**src/hw/rtl/sound_direction_gaussian_tracker_defines.svh**
```systemverilog
// Assertion macros shared by the tracker RTL.
// Clock is clk, active-low synchronous reset is rst_n in every user.
`ifndef SOUND_DIRECTION_GAUSSIAN_TRACKER_DEFINES_SVH
`define SOUND_DIRECTION_GAUSSIAN_TRACKER_DEFINES_SVH

// Condition holds at every clock edge out of reset
`define SDGT_ASSERT_ALWAYS(label, cond, msg) \
  label: assert property (@(posedge clk) disable iff (!rst_n) (cond)) else $error(msg);

// Antecedent implies consequent in the same cycle
`define SDGT_ASSERT_IMPLY(label, ante, cons, msg) \
  label: assert property (@(posedge clk) disable iff (!rst_n) (ante) |-> (cons)) \
    else $error(msg);

`endif

```
**src/hw/rtl/sdgt_pkg.sv**
```systemverilog
// Shared types, constants and rounding helpers for the direction tracker.
// No dependencies; used by sdgt_div, sdgt_mul and the top level.
`default_nettype none

package sdgt_pkg;

  localparam int MUL_AW = 33;
  localparam int MUL_BW = 25;
  localparam int MUL_PW = MUL_AW + MUL_BW;
  localparam int DIV_NW = 50;
  localparam int DIV_DW = 18;
  localparam int DIV_QW = DIV_NW + 1;

  localparam logic [16:0] WONE = 17'h10000;

  // Configuration register indexes
  localparam logic [2:0] CFG_ANGLE_SCALE = 3'd0;
  localparam logic [2:0] CFG_SMOOTH_COEF = 3'd1;
  localparam logic [2:0] CFG_CLAIM_ZONE  = 3'd2;
  localparam logic [2:0] CFG_LEARN_RATE  = 3'd3;
  localparam logic [2:0] CFG_NEW_WAIT    = 3'd4;
  localparam logic [2:0] CFG_MIN_STD     = 3'd5;
  localparam logic [2:0] CFG_MAX_STD     = 3'd6;

  typedef enum logic [4:0] {
    ST_IDLE, ST_ANG, ST_ANG_WB, ST_MED, ST_SM, ST_SM_WB,
    ST_Z2, ST_LO, ST_HI, ST_BDSQ, ST_BZV, ST_FDSQ, ST_FZV, ST_DECIDE,
    ST_AM_MUL, ST_AM_DIV, ST_AM_WAIT, ST_AV_MUL, ST_AV_DIV, ST_AV_WAIT,
    ST_AW_MUL, ST_AW, ST_NORM, ST_NB_DIV, ST_NB_WAIT, ST_NS_DIV, ST_NS_WAIT,
    ST_SWAP, ST_OUT
  } state_t;

  typedef struct packed {
    logic busy;
    logic done;
  } div_stat_t;

  // Divide by 2**sh, round to nearest, ties away from zero
  function automatic logic signed [63:0] rnd_shr(input logic signed [63:0] x,
                                                  input int unsigned sh);
    logic [63:0] mag;
    logic [63:0] q;
    mag = x[63] ? 64'(-x) : 64'(x);
    q   = (mag + (64'd1 << (sh - 1))) >> sh;
    return x[63] ? -$signed(q) : $signed(q);
  endfunction

  function automatic logic signed [15:0] sat16(input logic signed [63:0] x);
    if (x > 64'sd32767) return 16'sh7fff;
    else if (x < -64'sd32768) return 16'sh8000;
    else return x[15:0];
  endfunction

  function automatic logic signed [23:0] sat24(input logic signed [63:0] x);
    if (x > 64'sd8388607) return 24'sh7fffff;
    else if (x < -64'sd8388608) return 24'sh800000;
    else return x[23:0];
  endfunction

endpackage

`default_nettype wire

```
**src/hw/rtl/sdgt_mul.sv**
```systemverilog
// Shared signed multiplier with a registered product.
// Depends on sdgt_pkg for operand widths.
`default_nettype none

module sdgt_mul
  import sdgt_pkg::*;
(
  input  wire logic                     clk,
  input  wire logic                     en,
  input  wire logic signed [MUL_AW-1:0] a,
  input  wire logic signed [MUL_BW-1:0] b,
  output logic signed [MUL_PW-1:0]      prod_r
);

  // Capture a new product only when issued; hold otherwise
  always_ff @(posedge clk) begin
    if (en) begin
      prod_r <= a * b;
    end
  end

endmodule

`default_nettype wire

```
**config.mk**
```make
export PLATFORM = sky130hd
export DESIGN_NAME = sdgt_mul
export DESIGN_NICKNAME = d
export VERILOG_FILES = /design/src/hw/rtl/sound_direction_gaussian_tracker_defines.svh /design/src/hw/rtl/sdgt_pkg.sv /design/src/hw/rtl/sdgt_mul.sv
export SDC_FILE = /design/constraint.sdc
export NUM_CORES = 2
export LEC_CHECK = 0
export BUFFER_PORTS_ARGS = -buffer_cell sky130_fd_sc_hd__buf_4
export CAP_MARGIN = 20
export CORE_ASPECT_RATIO = 1.75
export CORE_MARGIN = 2
export CORE_UTILIZATION = 55
export CTS_BUF_LIST = sky130_fd_sc_hd__clkbuf_4 sky130_fd_sc_hd__clkbuf_8
export DETAILED_ROUTE_END_ITERATION = 6
export PLACE_DENSITY = 0.74
export SLEW_MARGIN = 40
export SYNTH_ARGS = -nofsm -noshare
export SYNTH_HDL_FRONTEND = slang
export SYNTH_SLANG_ARGS = --single-unit
```
**constraint.sdc**
```tcl
create_clock -name clk -period 12.12 [get_ports clk]
set_input_delay 2.424 -clock clk [delete_from_list [all_inputs] [get_ports clk]]
set_output_delay 2.424 -clock clk [all_outputs]
set_load 0.02 [all_outputs]
```
==> key figures <==
Clock network
  • Clock-pin slew on the worst setup and hold paths: 0.08 ns
  • Post-CTS setup buffers: 0
  • # resized after CTS: 0
  • Clk root buf: clkbuf_8
  • Number of buffers created by CTS: 9
  • Clock sinks: 58
  • H-tree levels: 3
  • CTS tree: done
  • Cts hold-fix bufs: 0
  • Clk buf depth: 2

Synth
  • Netlist Area Pre-Place: 30800 um2
  • Sequential fraction of the synthesis area: 5.66%
  • Post-synthesis simple-gate area fraction: 15.5%
  • Syn_nets: 4267
  • Synth Area in Compound Gates: 4.34%
  • Number of enable flip-flop cells after synthesis: 58
  • Post-Synth Adder-Cell Area: 61.1%
  • Post-synthesis register bit count: 58
  • Post-Synth XOR/XNOR Area: 1.68%
  • Synth Warn #: 0
  • Largest family of logic cells by synthesized area: adder cells
  • Synth cell types: 60
  • Post-Syn Instances: 3208
  • Async S/R FF share, synth: 0%
  • Synth Flop Type: edfxtp_1
  • Mux cell area share after synthesis: 0%
  • Syn_area_per_cell: 9.60 um2

Global route
  • Vias in the first global route: 25100
  • First-pass GRT wire length: 136 mm
  • Tot GR Track Use: 31.6%
  • Pin count of the biggest net entering global routing: 59
  • Grt ovf: 0
  • Initial antenna violation count: 1

Layout
  • Largest regs: prod_r: 58 flops
  • Layout cells sized above 1: 4.74%
  • Fillers: 4787
  • Commonest non-fill, non-tap cells in the layout: fa_1 (841), inv_1 (785), nand2_1 (416), and2_1 (409), ha_1 (157)
  • Largest register FFs: 58
  • Synth-to-Final Area Change: 4.29%
  • Nets@finish: 4237
  • Commonest non-fill, non-tap cell in the layout: fa_1
  • Top reg by flops: prod_r

Setup path
  • Critical path class: input pin to flop
  • Worst Path Max Fanout: 33
  • Startpoint Class: input pin
  • Setup crit end kind: flop
  • CP required: 12.22 ns
  • Worst Path Arrival: 9.43 ns

Floorplanning
  • Die H: 317 um
  • Core box area: 55300 um2
  • Num rows: 114
  • Die W: 183 um
  • Num ports: 118
  • Die area: 58000 um2
  • Starting Density: 55.6%

Routing
  • DRT iter0 DRCs: 1317
  • DRT antenna net count: 0
  • Vias/cell: 5.78
  • DR DRC count: 0
  • Drt wl/cell: 22.3 um
  • DRT Pass-1 Iters: 6
  • DR vias: 22400
  • Final WL: 86.6 mm

STA
  • Period utilisation layout: 77.0%
  • Fmax: 107 MHz
  • Tmin final: 9.33 ns
  • Fin. Hold Viols: 0
  • Max Slew Vio Count: 0
  • Final TNS setup: 0 ns
  • Slew Limit Headroom: 48.3%
  • RSZ-0062 raised after global routing: no
  • Setup violators final: 0
  • Worst Tran Pin Value: 0.776 ns

Status
  • Status: finished, final reports clean

Placed design
  • DP HPWL: 68.8 mm
  • I/O Buffers: 117
  • GPL Wtd Cong: 0.918

Flow run
  • MaxCap Viol Count: 0

Min path
  • Hold Crit Class: input pin to flop
==> metal layers <==
layer	share of wire [%]	vias to the layer above	track usage, %
li1	-	9202	-
met1	29	11600	30.5
met2	53	1086	57.5
met3	6.0	509	4.31
met4	12	0	29.9
met5	0	-	0
==> Yosys cell counts, drive strengths merged, types with 2 or more instances <==
library cell	count	area, um2
o21bai	15	113
nor3	6	30.0
nor2	57	214
nor2b	5	31.3
o2111ai	2	17.5
buf	5	33.8
a211oi	9	72.6
o211ai	9	77.6
a211o	3	26.3
a31o	2	17.5
ha	157	1960
o31ai	3	37.5
and3	8	50.1
nand2b	11	68.8
and2	410	2570
a311oi	2	17.5
o21ai	32	175
a31oi	12	96.3
clkbuf	153	618
xor2	15	131
a21oi	51	255
inv	785	2950
a221oi	2	17.5
fa	842	16900
nand2	416	1560
o211a	2	20.0
xnor2	44	385
nand3	16	80.1
edfxtp	58	1740
or3	2	12.5
a21boi	2	15.0
a21o	36	273
nand4	15	93.8
nor3b	3	22.5
o21a	6	52.6
nor4	3	18.8
==> per-stage QoR <==
step	util (%)	hold slack, ns	setup slack, ns	instances	instance area, um2
after detailed placement	57.6	2.85	2.48	3863	31900
after global routing	58.0	2.64	2.49	3879	32100
after global placement	57.6	2.85	2.34	3863	31900
after CTS	58.0	2.63	2.87	3879	32100
after floorplan	-	2.54	3.16	3208	30800
final	58.0	2.63	2.79	3880	32100
==> worst paths after layout <==
path                                   end  slack [ns]  from  depth (start not counted)
worst max-delay path  prod_r[57]$_DFFE_PP_        2.79  b[1]                         20
worst min-delay path   prod_r[0]$_DFFE_PP_        2.63  b[0]                          2
==> logic make-up (layout without fill, tap and decap cells) <==
family,after synthesis,count (layout)
compound gates,194,194
xor+xnor,59,59
fa+ha+maj,999,999
buf+inv,944,919
flops,58,58
other cells,0,1
simple gates,954,954
==> worst max-delay path, cell delays in order <==
cell and delay [ns]:
buf_4 0.35, nand2_1 0.17, inv_1 0.16, fa_1 0.56
fa_1 0.65, inv_1 0.20, fa_1 0.86, inv_1 0.25
fa_1 0.51, fa_1 0.57, fa_1 0.44, fa_1 0.45
ha_1 0.43, a21o_1 0.29, a21o_1 0.19, a21o_1 0.18
a21o_1 0.18, and3_1 0.18, a21oi_1 0.24, o211ai_1 0.13
==> cell type report <==
class | count | area, um2 | share of cell area [%]
timing repair buffer | 117 | 878 | 2.74
clock buffer | 9 | 124 | 0.386
multi-input combinational | 2206 | 25400 | 79.2
inverter | 786 | 2950 | 9.19
clock inverter | 7 | 93.8 | 0.292
antenna | 1 | 2.50 | 0.00779
tap | 696 | 871 | 2.71
sequential | 58 | 1740 | 5.42
Power is not shown: default switching activity piles up to over one toggle a cycle in this logic, so the estimate is an artifact.
