## src/hw/rtl/sound_direction_gaussian_tracker_defines.svh

```systemverilog
// Assertion macros shared by the tracker RTL.
// Clock is clk, active-low synchronous reset is rst_n in every user.
`ifndef SOUND_DIRECTION_GAUSSIAN_TRACKER_DEFINES_SVH
`define SOUND_DIRECTION_GAUSSIAN_TRACKER_DEFINES_SVH

// Condition holds at every clock edge out of reset
`define SDGT_ASSERT_ALWAYS(label, cond, msg) \
  label: assert property (@(posedge clk) disable iff (!rst_n) (cond)) else $error(msg);

// Antecedent implies consequent in the same cycle
`define SDGT_ASSERT_IMPLY(label, ante, cons, msg) \
  label: assert property (@(posedge clk) disable iff (!rst_n) (ante) |-> (cons)) \
    else $error(msg);

`endif

```

## src/hw/rtl/sdgt_pkg.sv

```systemverilog
// Shared types, constants and rounding helpers for the direction tracker.
// No dependencies; used by sdgt_div, sdgt_mul and the top level.
`default_nettype none

package sdgt_pkg;

  localparam int MUL_AW = 33;
  localparam int MUL_BW = 25;
  localparam int MUL_PW = MUL_AW + MUL_BW;
  localparam int DIV_NW = 50;
  localparam int DIV_DW = 18;
  localparam int DIV_QW = DIV_NW + 1;

  localparam logic [16:0] WONE = 17'h10000;

  // Configuration register indexes
  localparam logic [2:0] CFG_ANGLE_SCALE = 3'd0;
  localparam logic [2:0] CFG_SMOOTH_COEF = 3'd1;
  localparam logic [2:0] CFG_CLAIM_ZONE  = 3'd2;
  localparam logic [2:0] CFG_LEARN_RATE  = 3'd3;
  localparam logic [2:0] CFG_NEW_WAIT    = 3'd4;
  localparam logic [2:0] CFG_MIN_STD     = 3'd5;
  localparam logic [2:0] CFG_MAX_STD     = 3'd6;

  typedef enum logic [4:0] {
    ST_IDLE, ST_ANG, ST_ANG_WB, ST_MED, ST_SM, ST_SM_WB,
    ST_Z2, ST_LO, ST_HI, ST_BDSQ, ST_BZV, ST_FDSQ, ST_FZV, ST_DECIDE,
    ST_AM_MUL, ST_AM_DIV, ST_AM_WAIT, ST_AV_MUL, ST_AV_DIV, ST_AV_WAIT,
    ST_AW_MUL, ST_AW, ST_NORM, ST_NB_DIV, ST_NB_WAIT, ST_NS_DIV, ST_NS_WAIT,
    ST_SWAP, ST_OUT
  } state_t;

  typedef struct packed {
    logic busy;
    logic done;
  } div_stat_t;

  // Divide by 2**sh, round to nearest, ties away from zero
  function automatic logic signed [63:0] rnd_shr(input logic signed [63:0] x,
                                                  input int unsigned sh);
    logic [63:0] mag;
    logic [63:0] q;
    mag = x[63] ? 64'(-x) : 64'(x);
    q   = (mag + (64'd1 << (sh - 1))) >> sh;
    return x[63] ? -$signed(q) : $signed(q);
  endfunction

  function automatic logic signed [15:0] sat16(input logic signed [63:0] x);
    if (x > 64'sd32767) return 16'sh7fff;
    else if (x < -64'sd32768) return 16'sh8000;
    else return x[15:0];
  endfunction

  function automatic logic signed [23:0] sat24(input logic signed [63:0] x);
    if (x > 64'sd8388607) return 24'sh7fffff;
    else if (x < -64'sd8388608) return 24'sh800000;
    else return x[23:0];
  endfunction

endpackage

`default_nettype wire

```

## src/hw/rtl/sdgt_div.sv

```systemverilog
// Iterative restoring divider, one quotient bit per cycle, rounded to nearest.
// Depends on sdgt_pkg for widths and the status struct.
`default_nettype none

module sdgt_div
  import sdgt_pkg::*;
(
  input  wire logic                     clk,
  input  wire logic                     rst_n,
  input  wire logic                     start,
  input  wire logic signed [DIV_NW-1:0] num,
  input  wire logic [DIV_DW-1:0]        den,
  output logic signed [DIV_QW-1:0]      quot,
  output div_stat_t                     stat
);

  logic [DIV_NW-1:0] q_r;
  logic [DIV_DW-1:0] rem_r;
  logic [DIV_DW-1:0] den_r;
  logic              neg_r;
  logic [5:0]        cnt_r;
  logic              busy_r;
  logic              done_r;
  logic [DIV_NW-1:0] mag;
  logic [DIV_DW:0]   trial;
  logic              fits;

  // Magnitude of the numerator plus half the divisor gives round-half-away
  assign mag   = (num[DIV_NW-1] ? DIV_NW'(-num) : DIV_NW'(num)) + DIV_NW'(den >> 1);
  assign trial = {rem_r, q_r[DIV_NW-1]};
  assign fits  = trial >= {1'b0, den_r};

  // Shift one quotient bit per cycle
  always_ff @(posedge clk) begin
    if (!rst_n) begin
      busy_r <= 1'b0;
      done_r <= 1'b0;
      cnt_r  <= '0;
    end else begin
      done_r <= 1'b0;
      if (start) begin
        q_r    <= mag;
        rem_r  <= '0;
        den_r  <= den;
        neg_r  <= num[DIV_NW-1];
        cnt_r  <= 6'(DIV_NW);
        busy_r <= 1'b1;
      end else if (busy_r) begin
        rem_r <= fits ? DIV_DW'(trial - {1'b0, den_r}) : trial[DIV_DW-1:0];
        q_r   <= {q_r[DIV_NW-2:0], fits};
        cnt_r <= cnt_r - 6'd1;
        if (cnt_r == 6'd1) begin
          busy_r <= 1'b0;
          done_r <= 1'b1;
        end
      end
    end
  end

  assign quot      = neg_r ? -$signed({1'b0, q_r}) : $signed({1'b0, q_r});
  assign stat.busy = busy_r;
  assign stat.done = done_r;

endmodule

`default_nettype wire

```

## config.mk

```make
export PLATFORM = sky130hd
export DESIGN_NAME = sdgt_div
export DESIGN_NICKNAME = d
export VERILOG_FILES = /design/src/hw/rtl/sound_direction_gaussian_tracker_defines.svh /design/src/hw/rtl/sdgt_pkg.sv /design/src/hw/rtl/sdgt_div.sv
export SDC_FILE = /design/constraint.sdc
export NUM_CORES = 1
export LEC_CHECK = 0
export BUFFER_PORTS_ARGS = -buffer_cell sky130_fd_sc_hd__buf_2
export CORE_MARGIN = 2
export CORE_UTILIZATION = 40
export DETAILED_ROUTE_END_ITERATION = 12
export GPL_TIMING_DRIVEN = 0
export SYNTH_ARGS = -nofsm -noshare
export SYNTH_HDL_FRONTEND = slang
export SYNTH_SLANG_ARGS = --single-unit
```

## constraint.sdc

```tcl
create_clock -name clk -period 5.3 [get_ports clk]
set_input_delay 1.06 -clock clk [delete_from_list [all_inputs] [get_ports clk]]
set_output_delay 1.06 -clock clk [all_outputs]
set_load 0.05 [all_outputs]
```

==> summary.md <==
| Metric | Value |
|---|---|
| Hold Vio Cnt, Final | `0` |
| CTS Buf Count | `9` |
| Worst-skew pair later-pin latency | `0.37 ns` |
| Place WS | `-1.391 ns` |
| Largest net degree at the start of global routing | `55` |
| Cell count after placement | `1364` |
| Finished Core Util | `46.96%` |
| Final WS setup | `0.1785 ns` |
| Crit-path most repeated cell | `xnor2_1` |
| Fin area | `0.01015 sq mm` |
| Status | `finished clean` |
| Placed Area | `0.009707 sq mm` |
| H-Tree Depth | `3` |
| Max Buffers Root-to-Sink | `2` |
| Top delay family on crit path | `simple AND/OR/NAND/NOR gates` |
| Number of nets still failing antenna checks after routing | `0` |
| Clk slew on worst S/H paths | `0.07 ns` |
| Worst Path Buf+Inv | `1` |
| DR DRC count | `0` |
| Mapped cell area | `0.008717 sq mm` |
| First-pass GRT wire length | `40.97 mm` |
| Grt ovf | `0` |
| Endpoints failing setup | `0` |
| PortBufs | `120` |
| Drt wl/cell | `19.62 um` |
| Clock Skew | `0.01488 ns` |
| DRT iter0 DRCs | `539` |
| Drt pass-1 iters | `6` |
| Mean area per synthesized cell | `9.052 sq um` |
| Crit-path max FO | `15` |
| Die height | `151.6 um` |
| Share of cells above drive strength 1 | `20.71%` |
| Slew Limit Fails | `0` |
| Hold_ws | `0.5699 ns` |
| Routability Congestion | `0.9531` |
| CP endpoint kind | `flop` |
| Vias in the first global route | `7339` |
| Register bit total from synthesis | `95` |
| Arr. time, crit path | `5.24 ns` |
| Hold/Removal Path Class | `flop to flop` |
| Hold_buf cts | `0` |
| Post-synth EDFFs | `87` |
| Setup TNS | `0 ns` |
| Worst path max stage delay | `0.68 ns` |
| # IOs | `124` |
| Synth warn | `0` |
| Rel. slew slack | `36.05%` |
| Sink Count | `95` |
| Fin crit share | `96.63%` |
| Post-synth top area share | `29.97%` |
| Final net count | `1203` |
| Initial antenna violation count | `4` |
| Lkg Pwr | `3.744 nW` |
| Starting Density | `40.32%` |
| DP Wirelength | `20.76 mm` |
| Unrepaired setup endpoints after global routing | `true` |
| CP cell instances | `buf_2 > or4_4 > nand2b_4 > o31ai_2 > xnor2_1 > ha_1 > nand3_1 > nor2b_1 > a21oi_1 > nand2_1 > or4b_4 > nor4_1 > xnor2_1 > mux2_2` |
| Worst VDD drop | `0.1524 mV` |
| Synth-to-Final Area Change | `16.48%` |
| Ys flop type | `edfxtp_1` |
| Worst Path Class, Setup | `primary input to flop` |
| Total Wirelength | `27.10 mm` |
| Vias per cell | `5.756` |
| Seq/Total Area, Yosys | `31.81%` |
| Row count | `54` |
| Fin crit period | `5.122 ns` |
| CP max-delay cell | `or4b_4` |
| Startpoint types | `primary input` |
| Core area | `0.02162 sq mm` |
| Main area contributors after synthesis | `edfxtp_1 (30%), xnor2_1 (11%), ha_1 (5.6%), mux2_2 (4.7%), nand2_1 (3.3%)` |
| Non-Filler Instances | `1381` |
| Die W | `151.6 um` |
| Gr usage total | `23.49%` |
| P per Cell Area | `267.2 mW/mm^2` |
| Netlist cell types | `77` |
| Total number of vias | `7949` |
| FMAX | `195.3 MHz` |
| Clock root buffer | `clkbuf_16` |
| Total Power | `2.713 mW` |
| Max-cap violations | `0` |
| CP required | `5.42 ns` |
| Mapped Nets | `1075` |
| Slew @ Worst Pin | `0.9592 ns` |
| Mapped Cells | `963` |
| Ys async rst share | `0%` |
| CTS tree | `yes` |
| Area leader, netlist | `edfxtp_1` |
| Die area | `0.02299 sq mm` |
-- kinds of logic after synthesis --
kind of cell,Yosys count,synth area share [%]
compound gates,218,17.30
fa+ha+maj,41,6.057
simple gates,336,20.81
flops,95,31.81
buf+inv,85,3.947
xor+xnor,141,14.17
mux,47,5.914
-- cells in the mapped netlist, drive strengths merged (5+ instances only) --
cell,instances
mux2i,11
edfxtp,87
nand2b,13
nand3,28
and3,5
a21o,11
nor3,39
or3,22
mux2,36
o21a,13
xnor2,109
nor2,66
a21oi,31
nand4,9
o41ai,19
a31oi,7
nand3b,5
xor2,32
ha,39
clkbuf,29
nor2b,14
nand2,77
o21ai,53
buf,10
o31ai,28
or4,17
inv,45
o211ai,8
o31a,5
nor4,20
a211oi,7
and2,5
dfxtp,8
-- final timing paths --
| path | slack [ns] | from | endpoint | cells past startpoint |
|---|---|---|---|---|
| max reg2reg | 1.24 | rem_r[6] | rem_r[16] | 12 |
| min reg2reg | 0.57 | cnt_r[3] | cnt_r[3] | 2 |
| max | 0.18 | num[2] | q_r[36] | 14 |
| min | 0.57 | cnt_r[3] | cnt_r[3] | 2 |
-- report_power, final --
part | switching, mW | total [mW] | internal [mW] | leakage (nW)
clock | 0.313 | 0.678 | 0.365 | 0.144
sequential | 0.0575 | 0.967 | 0.909 | 0.897
combinational | 0.684 | 1.07 | 0.385 | 2.70
-- cells in the final DEF, fill, tap and decap left out, drive strengths merged, types with 22 or more instances in the layout --
master,instances
a21oi,31
buf,132
clkbuf,34
edfxtp,87
ha,39
inv,45
mux2,36
nand2,77
nand3,28
nor2,66
nor3,39
o21ai,53
o31ai,28
or3,22
xnor2,109
xor2,32
-- area by class of cell --
cell class | instances | area, sq um
sequential | 95 | 2773
tap | 280 | 350.3
multi-input combinational | 783 | 5742
antenna | 5 | 12.51
clock inverter | 6 | 61.31
inverter | 46 | 172.7
fill | 2172 | 11470
buffer | 33 | 162.7
clock buffer | 10 | 229.0
timing repair buffer | 123 | 650.6
-- sequential cells by signal (all words and copies together) (netlist names) --
signal / cells
q_r: 50
den_r: 18
rem_r: 18
cnt_r: 6
busy_r: 1
done_r: 1
neg_r: 1
-- per-layer routing --
layer	part of all wire (%)	routed length (um)	global-route usage, %
met1	46	12520	33.86
met2	45	12130	36.49
met3	6.7	1813	3.473
met4	2.3	616	6.991
met5	0.048	13	0
-- repair_timing --
| item | 4_1_cts | 5_1_grt |
|---|---|---|
| setup buffers | 0 | 2 |
| pin swaps | 1 | 0 |
| gates resized for setup | 20 | 15 |
| setup endpoints to repair | 41 | 21 |
-- worst register-to-register path: cells and delay by family (launching register included) --
family | cells | cell delay, ns
AO/OA/AOI/OAI | 4 | 1.02
adder cells (fa/ha/maj) | 1 | 0.40
buffers and inverters | 2 | 1.15
flip-flops | 1 | 0.41
multiplexers | 1 | 0.27
AND/OR/NAND/NOR | 4 | 0.56
Note: power is estimated with default switching activity, not from simulation.
